## src/design/cqsr_pkg.sv

```systemverilog
package cqsr_pkg;

	// Default sizes of the slot store.
	localparam int DEPTH_DEF     = 16;
	localparam int WORD_BITS_DEF = 32;

	// Fixed field widths.
	localparam int CMD_BITS    = 2;
	localparam int STATUS_BITS = 2;
	localparam int POS_BITS    = 5;
	localparam int APB_DATA    = 32;
	localparam int APB_ADDR    = 3;

	// Register indexes.
	localparam logic REG_CAPACITY = 1'b0;

	typedef enum logic [CMD_BITS-1:0] {
		CMD_ENQ  = 2'd0,
		CMD_DEQ  = 2'd1,
		CMD_FIND = 2'd2,
		CMD_REPL = 2'd3
	} cmd_t;

	typedef enum logic [STATUS_BITS-1:0] {
		STAT_OK        = 2'd0,
		STAT_OVERFLOW  = 2'd1,
		STAT_UNDERFLOW = 2'd2,
		STAT_NOT_FOUND = 2'd3
	} status_t;

	typedef enum logic [2:0] {
		ST_IDLE,
		ST_EXEC,
		ST_DEQ,
		ST_SCAN,
		ST_FIN
	} state_t;

	// Capacity write request from the register port.
	typedef struct packed {
		logic                we;
		logic [APB_DATA-1:0] wdata;
	} cfg_wr_t;

endpackage

```

## src/design/circular_queue_search_replace.sv

```systemverilog
// Circular queue of signed words with a programmable capacity, stored in a
// single-port-read slot memory. Each command item yields exactly one result
// item. Search and replace scan the occupied slots, one slot per cycle
// through the memory's read port, front to back, and stop at the first
// match. A new result item is only loaded once the output register is
// free, and no new command item is taken until the result item of the
// last one has been loaded. A replace writes the new word into the
// matching slot as soon as it is found. The capacity register sits at byte
// address 0; it is taken only while the queue is empty, resets the front and
// back pointers, and saturates zero to one and values above the storage
// depth to the depth. Slot contents are not cleared at reset, and only
// occupied slots are ever read.
module circular_queue_search_replace
	import cqsr_pkg::*;
#(
	parameter int DEPTH     = DEPTH_DEF,
	parameter int WORD_BITS = WORD_BITS_DEF
) (
	input  logic                        clk,
	input  logic                        arst_n,
	// Command channel.
	input  logic                        in_valid,
	output logic                        in_ready,
	input  logic [CMD_BITS-1:0]         cmd,
	input  logic signed [WORD_BITS-1:0] value,
	input  logic signed [WORD_BITS-1:0] new_value,
	// Result channel.
	output logic                        out_valid,
	input  logic                        out_ready,
	output logic [STATUS_BITS-1:0]      status,
	output logic signed [WORD_BITS-1:0] data,
	output logic [POS_BITS-1:0]         position,
	// Register port.
	input  logic                        psel,
	input  logic                        penable,
	input  logic                        pwrite,
	input  logic [APB_ADDR-1:0]         paddr,
	input  logic [APB_DATA-1:0]         pwdata,
	output logic [APB_DATA-1:0]         prdata,
	output logic                        pready
);

	localparam int IDX_W = $clog2(DEPTH);
	localparam int CNT_W = $clog2(DEPTH + 1);

	cfg_wr_t              cfg;
	logic [CNT_W-1:0]     capacity;
	logic                 ram_we, ram_re;
	logic [IDX_W-1:0]     ram_waddr, ram_raddr;
	logic [WORD_BITS-1:0] ram_wdata, ram_rdata;
	logic [WORD_BITS-1:0] data_u;

	// The port never stalls; a write lands on the access cycle.
	assign pready    = 1'b1;
	assign cfg.we    = psel && penable && pwrite && (paddr[2] == REG_CAPACITY);
	assign cfg.wdata = pwdata;
	assign prdata    = (paddr[2] == REG_CAPACITY) ? APB_DATA'(capacity) : '0;

	cqsr_ctrl #(
		.DEPTH     (DEPTH),
		.WORD_BITS (WORD_BITS)
	) u_ctrl (
		.clk       (clk),
		.arst_n    (arst_n),
		.in_valid  (in_valid),
		.in_ready  (in_ready),
		.cmd       (cmd),
		.value     (value),
		.new_value (new_value),
		.out_valid (out_valid),
		.out_ready (out_ready),
		.status    (status),
		.data      (data_u),
		.position  (position),
		.cfg       (cfg),
		.capacity  (capacity),
		.ram_we    (ram_we),
		.ram_waddr (ram_waddr),
		.ram_wdata (ram_wdata),
		.ram_re    (ram_re),
		.ram_raddr (ram_raddr),
		.ram_rdata (ram_rdata)
	);

	assign data = data_u;

	cqsr_ram #(
		.WIDTH (WORD_BITS),
		.DEPTH (DEPTH)
	) u_slots (
		.clk   (clk),
		.we    (ram_we),
		.waddr (ram_waddr),
		.wdata (ram_wdata),
		.re    (ram_re),
		.raddr (ram_raddr),
		.rdata (ram_rdata)
	);

endmodule

```

## src/design/cqsr_ram.sv

```systemverilog
module cqsr_ram #(
	parameter int WIDTH = 32,
	parameter int DEPTH = 16,
	localparam int AW = $clog2(DEPTH)
) (
	input  logic             clk,
	input  logic             we,
	input  logic [AW-1:0]    waddr,
	input  logic [WIDTH-1:0] wdata,
	input  logic             re,
	input  logic [AW-1:0]    raddr,
	output logic [WIDTH-1:0] rdata
);

	logic [WIDTH-1:0] mem [DEPTH];

	always_ff @(posedge clk) begin
		if (we) begin
			mem[waddr] <= wdata;
		end
		if (re) begin
			rdata <= mem[raddr];
		end
	end

endmodule

```

## src/design/cqsr_ctrl.sv

```systemverilog
module cqsr_ctrl
	import cqsr_pkg::*;
#(
	parameter int DEPTH     = DEPTH_DEF,
	parameter int WORD_BITS = WORD_BITS_DEF,
	localparam int IDX_W = $clog2(DEPTH),
	localparam int CNT_W = $clog2(DEPTH + 1)
) (
	input  logic                 clk,
	input  logic                 arst_n,
	// Command channel.
	input  logic                 in_valid,
	output logic                 in_ready,
	input  logic [CMD_BITS-1:0]  cmd,
	input  logic [WORD_BITS-1:0] value,
	input  logic [WORD_BITS-1:0] new_value,
	// Result channel.
	output logic                 out_valid,
	input  logic                 out_ready,
	output logic [STATUS_BITS-1:0] status,
	output logic [WORD_BITS-1:0] data,
	output logic [POS_BITS-1:0]  position,
	// Configuration.
	input  cfg_wr_t              cfg,
	output logic [CNT_W-1:0]     capacity,
	// Slot memory.
	output logic                 ram_we,
	output logic [IDX_W-1:0]     ram_waddr,
	output logic [WORD_BITS-1:0] ram_wdata,
	output logic                 ram_re,
	output logic [IDX_W-1:0]     ram_raddr,
	input  logic [WORD_BITS-1:0] ram_rdata
);

	state_t state_q, state_nxt;

	logic [IDX_W-1:0]     head_q, tail_q, rd_idx_q, idx_s1;
	logic [CNT_W-1:0]     occ_q, cap_q, rd_cnt_q, pos_s1;
	logic                 valid_s1;
	cmd_t                 cmd_q;
	logic [WORD_BITS-1:0] key_q, repl_q;
	status_t              res_status_q;
	logic [WORD_BITS-1:0] res_data_q;
	logic [CNT_W-1:0]     res_pos_q;
	logic                 out_valid_q;
	logic [STATUS_BITS-1:0] out_status_q;
	logic [WORD_BITS-1:0] out_data_q;
	logic [POS_BITS-1:0]  out_pos_q;

	logic full, empty, match_s1, last_s1, issue, out_free, load;
	logic [CNT_W-1:0] cap_new;

	function automatic logic [IDX_W-1:0] advance(input logic [IDX_W-1:0] idx,
		input logic [CNT_W-1:0] cap);
		logic [CNT_W-1:0] nxt;
		nxt = CNT_W'(idx) + CNT_W'(1);
		return (nxt >= cap) ? '0 : IDX_W'(nxt);
	endfunction

	assign full     = (occ_q >= cap_q);
	assign empty    = (occ_q == '0);
	assign match_s1 = valid_s1 && (ram_rdata == key_q);
	assign last_s1  = valid_s1 && (pos_s1 == occ_q);
	assign issue    = (state_q == ST_SCAN) && (rd_cnt_q != occ_q);
	assign out_free = !out_valid_q || out_ready;
	assign load     = (state_q == ST_FIN) && out_free;

	// Out-of-range capacity values saturate to the storage limits.
	always_comb begin
		if (cfg.wdata == '0) begin
			cap_new = CNT_W'(1);
		end else if (cfg.wdata > APB_DATA'(DEPTH)) begin
			cap_new = CNT_W'(DEPTH);
		end else begin
			cap_new = CNT_W'(cfg.wdata);
		end
	end

	always_comb begin
		state_nxt = state_q;
		unique case (state_q)
			ST_IDLE: begin
				if (in_valid) state_nxt = ST_EXEC;
			end
			ST_EXEC: begin
				unique case (cmd_q)
					CMD_ENQ:  state_nxt = ST_FIN;
					CMD_DEQ:  state_nxt = empty ? ST_FIN : ST_DEQ;
					default:  state_nxt = empty ? ST_FIN : ST_SCAN;
				endcase
			end
			ST_DEQ: state_nxt = ST_FIN;
			ST_SCAN: begin
				if (match_s1 || last_s1) state_nxt = ST_FIN;
			end
			ST_FIN: begin
				if (out_free) state_nxt = ST_IDLE;
			end
			default: state_nxt = ST_IDLE;
		endcase
	end

	always_comb begin
		in_ready  = (state_q == ST_IDLE);
		ram_we    = ((state_q == ST_EXEC) && (cmd_q == CMD_ENQ) && !full) ||
			((state_q == ST_SCAN) && match_s1 && (cmd_q == CMD_REPL));
		ram_waddr = (state_q == ST_EXEC) ? tail_q : idx_s1;
		ram_wdata = (state_q == ST_EXEC) ? key_q : repl_q;
		ram_re    = ((state_q == ST_EXEC) && (cmd_q == CMD_DEQ) && !empty) || issue;
		ram_raddr = (state_q == ST_EXEC) ? head_q : rd_idx_q;
	end

	always_ff @(posedge clk or negedge arst_n) begin
		if (!arst_n) begin
			state_q     <= ST_IDLE;
			head_q      <= '0;
			tail_q      <= '0;
			occ_q       <= '0;
			cap_q       <= CNT_W'(DEPTH);
			rd_idx_q    <= '0;
			rd_cnt_q    <= '0;
			valid_s1    <= 1'b0;
			out_valid_q <= 1'b0;
		end else begin
			state_q <= state_nxt;
			if (cfg.we && empty) begin
				cap_q  <= cap_new;
				head_q <= '0;
				tail_q <= '0;
			end
			if ((state_q == ST_EXEC) && (cmd_q == CMD_ENQ) && !full) begin
				tail_q <= advance(tail_q, cap_q);
				occ_q  <= occ_q + CNT_W'(1);
			end
			if (state_q == ST_DEQ) begin
				head_q <= advance(head_q, cap_q);
				occ_q  <= occ_q - CNT_W'(1);
			end
			if (state_q == ST_EXEC) begin
				rd_idx_q <= head_q;
				rd_cnt_q <= '0;
			end else if (issue) begin
				rd_idx_q <= advance(rd_idx_q, cap_q);
				rd_cnt_q <= rd_cnt_q + CNT_W'(1);
			end
			valid_s1 <= issue;
			if (load) begin
				out_valid_q <= 1'b1;
			end else if (out_ready) begin
				out_valid_q <= 1'b0;
			end
		end
	end

	always_ff @(posedge clk) begin
		if (in_valid && in_ready) begin
			cmd_q  <= cmd_t'(cmd);
			key_q  <= value;
			repl_q <= new_value;
		end
		if (issue) begin
			idx_s1 <= rd_idx_q;
			pos_s1 <= rd_cnt_q + CNT_W'(1);
		end
		unique case (state_q)
			ST_EXEC: begin
				res_status_q <= STAT_OK;
				res_data_q   <= '0;
				res_pos_q    <= '0;
				unique case (cmd_q)
					CMD_ENQ: if (full) res_status_q <= STAT_OVERFLOW;
					CMD_DEQ: if (empty) res_status_q <= STAT_UNDERFLOW;
					default: if (empty) res_status_q <= STAT_NOT_FOUND;
				endcase
			end
			ST_DEQ: res_data_q <= ram_rdata;
			ST_SCAN: begin
				if (match_s1) begin
					res_pos_q <= pos_s1;
				end else if (last_s1) begin
					res_status_q <= STAT_NOT_FOUND;
				end
			end
			default: ;
		endcase
		if (load) begin
			out_status_q <= res_status_q;
			out_data_q   <= res_data_q;
			out_pos_q    <= POS_BITS'(res_pos_q);
		end
	end

	assign out_valid = out_valid_q;
	assign status    = out_status_q;
	assign data      = out_data_q;
	assign position  = out_pos_q;
	assign capacity  = cap_q;

endmodule

```

## config.mk

```make
export PLATFORM = sky130hd
export DESIGN_NAME = circular_queue_search_replace
export DESIGN_NICKNAME = d
export VERILOG_FILES = /design/src/design/cqsr_pkg.sv /design/src/design/circular_queue_search_replace.sv /design/src/design/cqsr_ram.sv /design/src/design/cqsr_ctrl.sv
export SDC_FILE = /design/constraint.sdc
export NUM_CORES = 1
export LEC_CHECK = 0
export ABC_AREA = 0
export ABC_CLOCK_PERIOD_IN_PS = 6380
export BUFFER_PORTS_ARGS = -buffer_cell sky130_fd_sc_hd__clkbuf_2
export CAP_MARGIN = 5
export CELL_PAD_IN_SITES_DETAIL_PLACEMENT = 0
export CELL_PAD_IN_SITES_GLOBAL_PLACEMENT = 1
export CORE_UTILIZATION = 50
export CTS_BUF_LIST = sky130_fd_sc_hd__clkbuf_8 sky130_fd_sc_hd__clkbuf_16
export DETAILED_ROUTE_END_ITERATION = 7
export PLACE_DENSITY = 0.86
export SYNTH_ARGS = -nofsm -noshare
export SYNTH_HDL_FRONTEND = slang
export SYNTH_SLANG_ARGS = --single-unit
```

## constraint.sdc

```tcl
create_clock -name clk -period 6.38 [get_ports clk]
set_input_delay 0.957 -clock clk [delete_from_list [all_inputs] [get_ports clk]]
set_output_delay 0.957 -clock clk [all_outputs]
set_load 0.02 [all_outputs]
```

==> run summary <==
status: complete, no violations
worst slew pin tran: 1.138 ns
initial core utilization: 50.85%
RSZ-0062 raised after global routing: no
Hold Crit Class: reg -> reg
Switching Share: 34.39%
Reg2Reg Depth: 7
Mapped Avg Cell Area: 13.91 sq um
max_slew headroom: 24.16%
Max Buffers Root-to-Sink: 3
vias in the first global route: 17419
Synth Instances: 2121
hold path cells: 0
setup TNS: 0 ns
antenna-violating nets left: 0
initial antenna violation count: 1
CTS root buf: clkbuf_16
H-tree depth: 3
LEAKAGE: 0.01259 uW
pre-CTS setup slack: 1.877 ns
CTS hold repair buffers: 0
full die area: 59980 sq um
Total Routing Usage GR: 22.83%
WL final: 68040 microns
max cap viols: 0
FF/Latch Area: 21730 sq um
layout cells sized above 1: 13.76%
Port-buffer cells: 151
EDFF count, synth: 697
cell-internal power: 10250 uW
PwrDens: 467.0 nW/um^2
Yosys reg bits: 729
async set or reset register ratio after synthesis: 4.390%
multi-input logic area: 7249 sq um
largest net degree at the start of global routing: 226
1st-pass router iterations: 5
# fillers: 4333
CTS sink count: 729
via density per instance: 5.681
sequential power share: 42.6%
Worst Setup End Kind: flip-flop
final hold vios: 0
Num CTS Buffers: 75
setup violators final: 0
DRC Markers: 0
Critical Path RT: 6.67 ns
worst-path fanout max: 20
Nets: 2408
IO Pins: 182
Synth Cell Area: 29500 sq um
synthesis-to-finish area growth: 13.40%
drt initial violations: 1826
number of distinct library cells after synthesis: 60
top cell type's share of synthesized area: 70.94%
skew final: 0.02164 ns
gr ovfl total: 0
ranking of synthesized cells by area: edfxtp_1 (71%), nand2_1 (7.3%), mux2i_1 (3.4%), dfrtp_1 (2.6%), nand3_1 (1.8%)
largest area contributor in the netlist: edfxtp_1
hold_sp: u_ctrl.res_data_q[27]$_SDFFCE_PN0P_
Horiz. Die Dim: 244.9 microns
Worst-Skew Late Latency: 0.62 ns
Core Box Area: 58030 sq um
Synth Flop Type: edfxtp_1
Post-CTS Setup Bufs: 0
fmax: 223.9 MHz
Die Y: 244.9 microns
Worst Hold Endpoint: u_ctrl.data[27]$_DFFE_PP_
Comb power frac: 30.3%
clock share of power: 27.1%
P_sw: 5372 uW
HPWL Detailed: 39380 microns
CP startpoint kind: flip-flop
R2R Setup Slk: 1.91 ns
worst r2r dst: u_slots.mem[6][24]$_DFFE_PP_
routability cong.: 0.8257
CP arrival: 4.76 ns
routed via count: 17605
Final min period: 4.467 ns
Final Max Tran Viols: 0
peak supply drop: 407.9 uV
first-pass GRT wire length: 101500 microns
Worst Path Class, Setup: reg -> reg
Reg clk slew, reported paths: 0.06 ns
drt wl/cell: 21.96 microns
sequential area share after synthesis: 73.66%
fin worst setup slack: 1.913 ns
TritonCTS clock tree: yes
Final period util: 70.02%
FF-to-FF Start: u_ctrl.key_q[28]$_DFFE_PP_
Yosys Warn Count: 0
post_cts resized: 0
row count: 88
[registers in the layout, indices dropped and copies added (netlist names), 5 cells and up]
register / count
u_ctrl.position: 5
u_slots.mem: 512
u_ctrl.pos_s1: 5
u_ctrl.occ_q: 5
u_ctrl.rd_cnt_q: 5
u_ctrl.res_data_q: 32
u_ctrl.capacity: 5
u_slots.rdata: 32
u_ctrl.key_q: 32
u_ctrl.res_pos_q: 5
u_ctrl.data: 32
u_ctrl.repl_q: 32
[per-layer routing]
layer  routed length, microns  track usage (%)  part of all wire (%)
met1                    27460            30.45                    40
met4                     1800            8.474                   2.6
met2                    32930            37.39                    48
met5                        8                0                 0.012
met3                     5835            4.231                   8.6
[synthesized netlist by cell type (2+ instances only)]
cell / n
nor3_1: 8
a21o_1: 8
o221ai_1: 36
a2111o_1: 3
a21oi_1: 9
edfxtp_1: 697
a32o_1: 3
clkbuf_1: 52
and2_1: 34
o21ai_0: 64
mux2i_1: 100
a31oi_1: 6
nand4_1: 8
o22ai_1: 5
conb_1: 2
buf_6: 3
buf_1: 6
a22o_1: 6
nand2_1: 571
nor2b_1: 11
ha_1: 27
buf_2: 37
nand2b_1: 8
buf_4: 35
nor2_1: 39
nand3_1: 107
o21ai_1: 17
nand3b_1: 34
xnor2_1: 31
or4_1: 4
nor4_1: 9
inv_1: 24
nor3b_1: 9
xor2_1: 15
nor4_2: 2
a211oi_1: 2
a32oi_1: 32
dfrtp_1: 31
and3_1: 5
[layout make-up]
type                    count  area share [%]
diodes                      1        0.007480
clock buffers              80           5.950
clock inverters            58           1.230
inverters                  25          0.2805
multi-input cells        1260           21.67
flip-flops and latches    729           64.96
well taps                 765           2.861
repair buffers            181           3.044
[worst max path at each step]
| stage | startpoint | end | slack, ns |
|---|---|---|---|
| 6_report | u_ctrl.key_q[28]$_DFFE_PP_ | u_slots.mem[6][24]$_DFFE_PP_ | 1.91 |
| 5_1_grt | u_ctrl.key_q[28]$_DFFE_PP_ | u_slots.mem[6][29]$_DFFE_PP_ | 1.81 |
| 4_1_cts | u_ctrl.key_q[28]$_DFFE_PP_ | u_slots.mem[6][24]$_DFFE_PP_ | 1.87 |
| 3_5_place_dp | u_ctrl.key_q[28]$_DFFE_PP_ | u_slots.mem[6][8]$_DFFE_PP_ | 1.88 |
| 3_3_place_gp | u_ctrl.key_q[28]$_DFFE_PP_ | u_slots.mem[6][8]$_DFFE_PP_ | 1.94 |
| 2_1_floorplan | u_slots.rdata[27]$_DFFE_PP_ | u_slots.mem[0][0]$_DFFE_PP_ | 2.61 |
[through the flow]
stage          power, uW  area (sq um)  util, %  hold WS [ns]  instances
2_1_floorplan       9975         29600        -        0.4003       2147
3_3_place_gp       11220         31050    53.51        0.4019       2960
3_5_place_dp       11410         31050    53.51        0.4045       2960
4_1_cts            15630         33450    57.65        0.4179       3098
5_1_grt            16350         33450    57.65        0.4255       3098
6_report           15620         33460    57.66        0.4174       3099
[critical path, cell delays in order (launching register included)]
cell,delay [ns]
edfxtp_1,0.41
xnor2_1,0.48
nand4_1,0.32
or4_1,0.64
nor4_2,0.66
o22ai_1,0.43
nor2_4,0.79
buf_4,0.40
[cell usage in the layout (no fill, tap or decap), types with 18 or more instances in the layout]
master	synthesis	routed
edfxtp_1	697	697
buf_4	35	27
clkbuf_2	0	151
and2_1	34	33
clkbuf_16	0	79
mux2i_1	100	99
clkinv_1	1	18
inv_1	24	43
o21ai_0	64	64
ha_1	27	27
nand3b_1	34	34
conb_1	2	28
nand2_1	571	571
o221ai_1	36	36
nand3_1	107	107
a32oi_1	32	32
xnor2_1	31	31
dfrtp_1	31	31
nor2_1	39	21
[power groups by stage]
stage          registers [uW]  clock network [uW]  logic [uW]
2_1_floorplan            6670                   0        3300
3_3_place_gp             6710                   0        4510
3_5_place_dp             6740                   0        4670
4_1_cts                  6650                4280        4700
5_1_grt                  6700                4460        5200
6_report                 6650                4230        4740
[cells by family after synthesis]
| logic type | share of synthesized area, % |
|---|---|
| XOR/XNOR | 1.366 |
| adder cells (fa/ha/maj) | 1.213 |
| AO/OA/AOI/OAI | 4.763 |
| buffers and inverters | 2.689 |
| AND/OR/NAND/NOR | 12.76 |
| multiplexers | 3.528 |
| other | 0.02545 |
| flip-flops | 73.66 |
(Power assumes the default switching activity.)
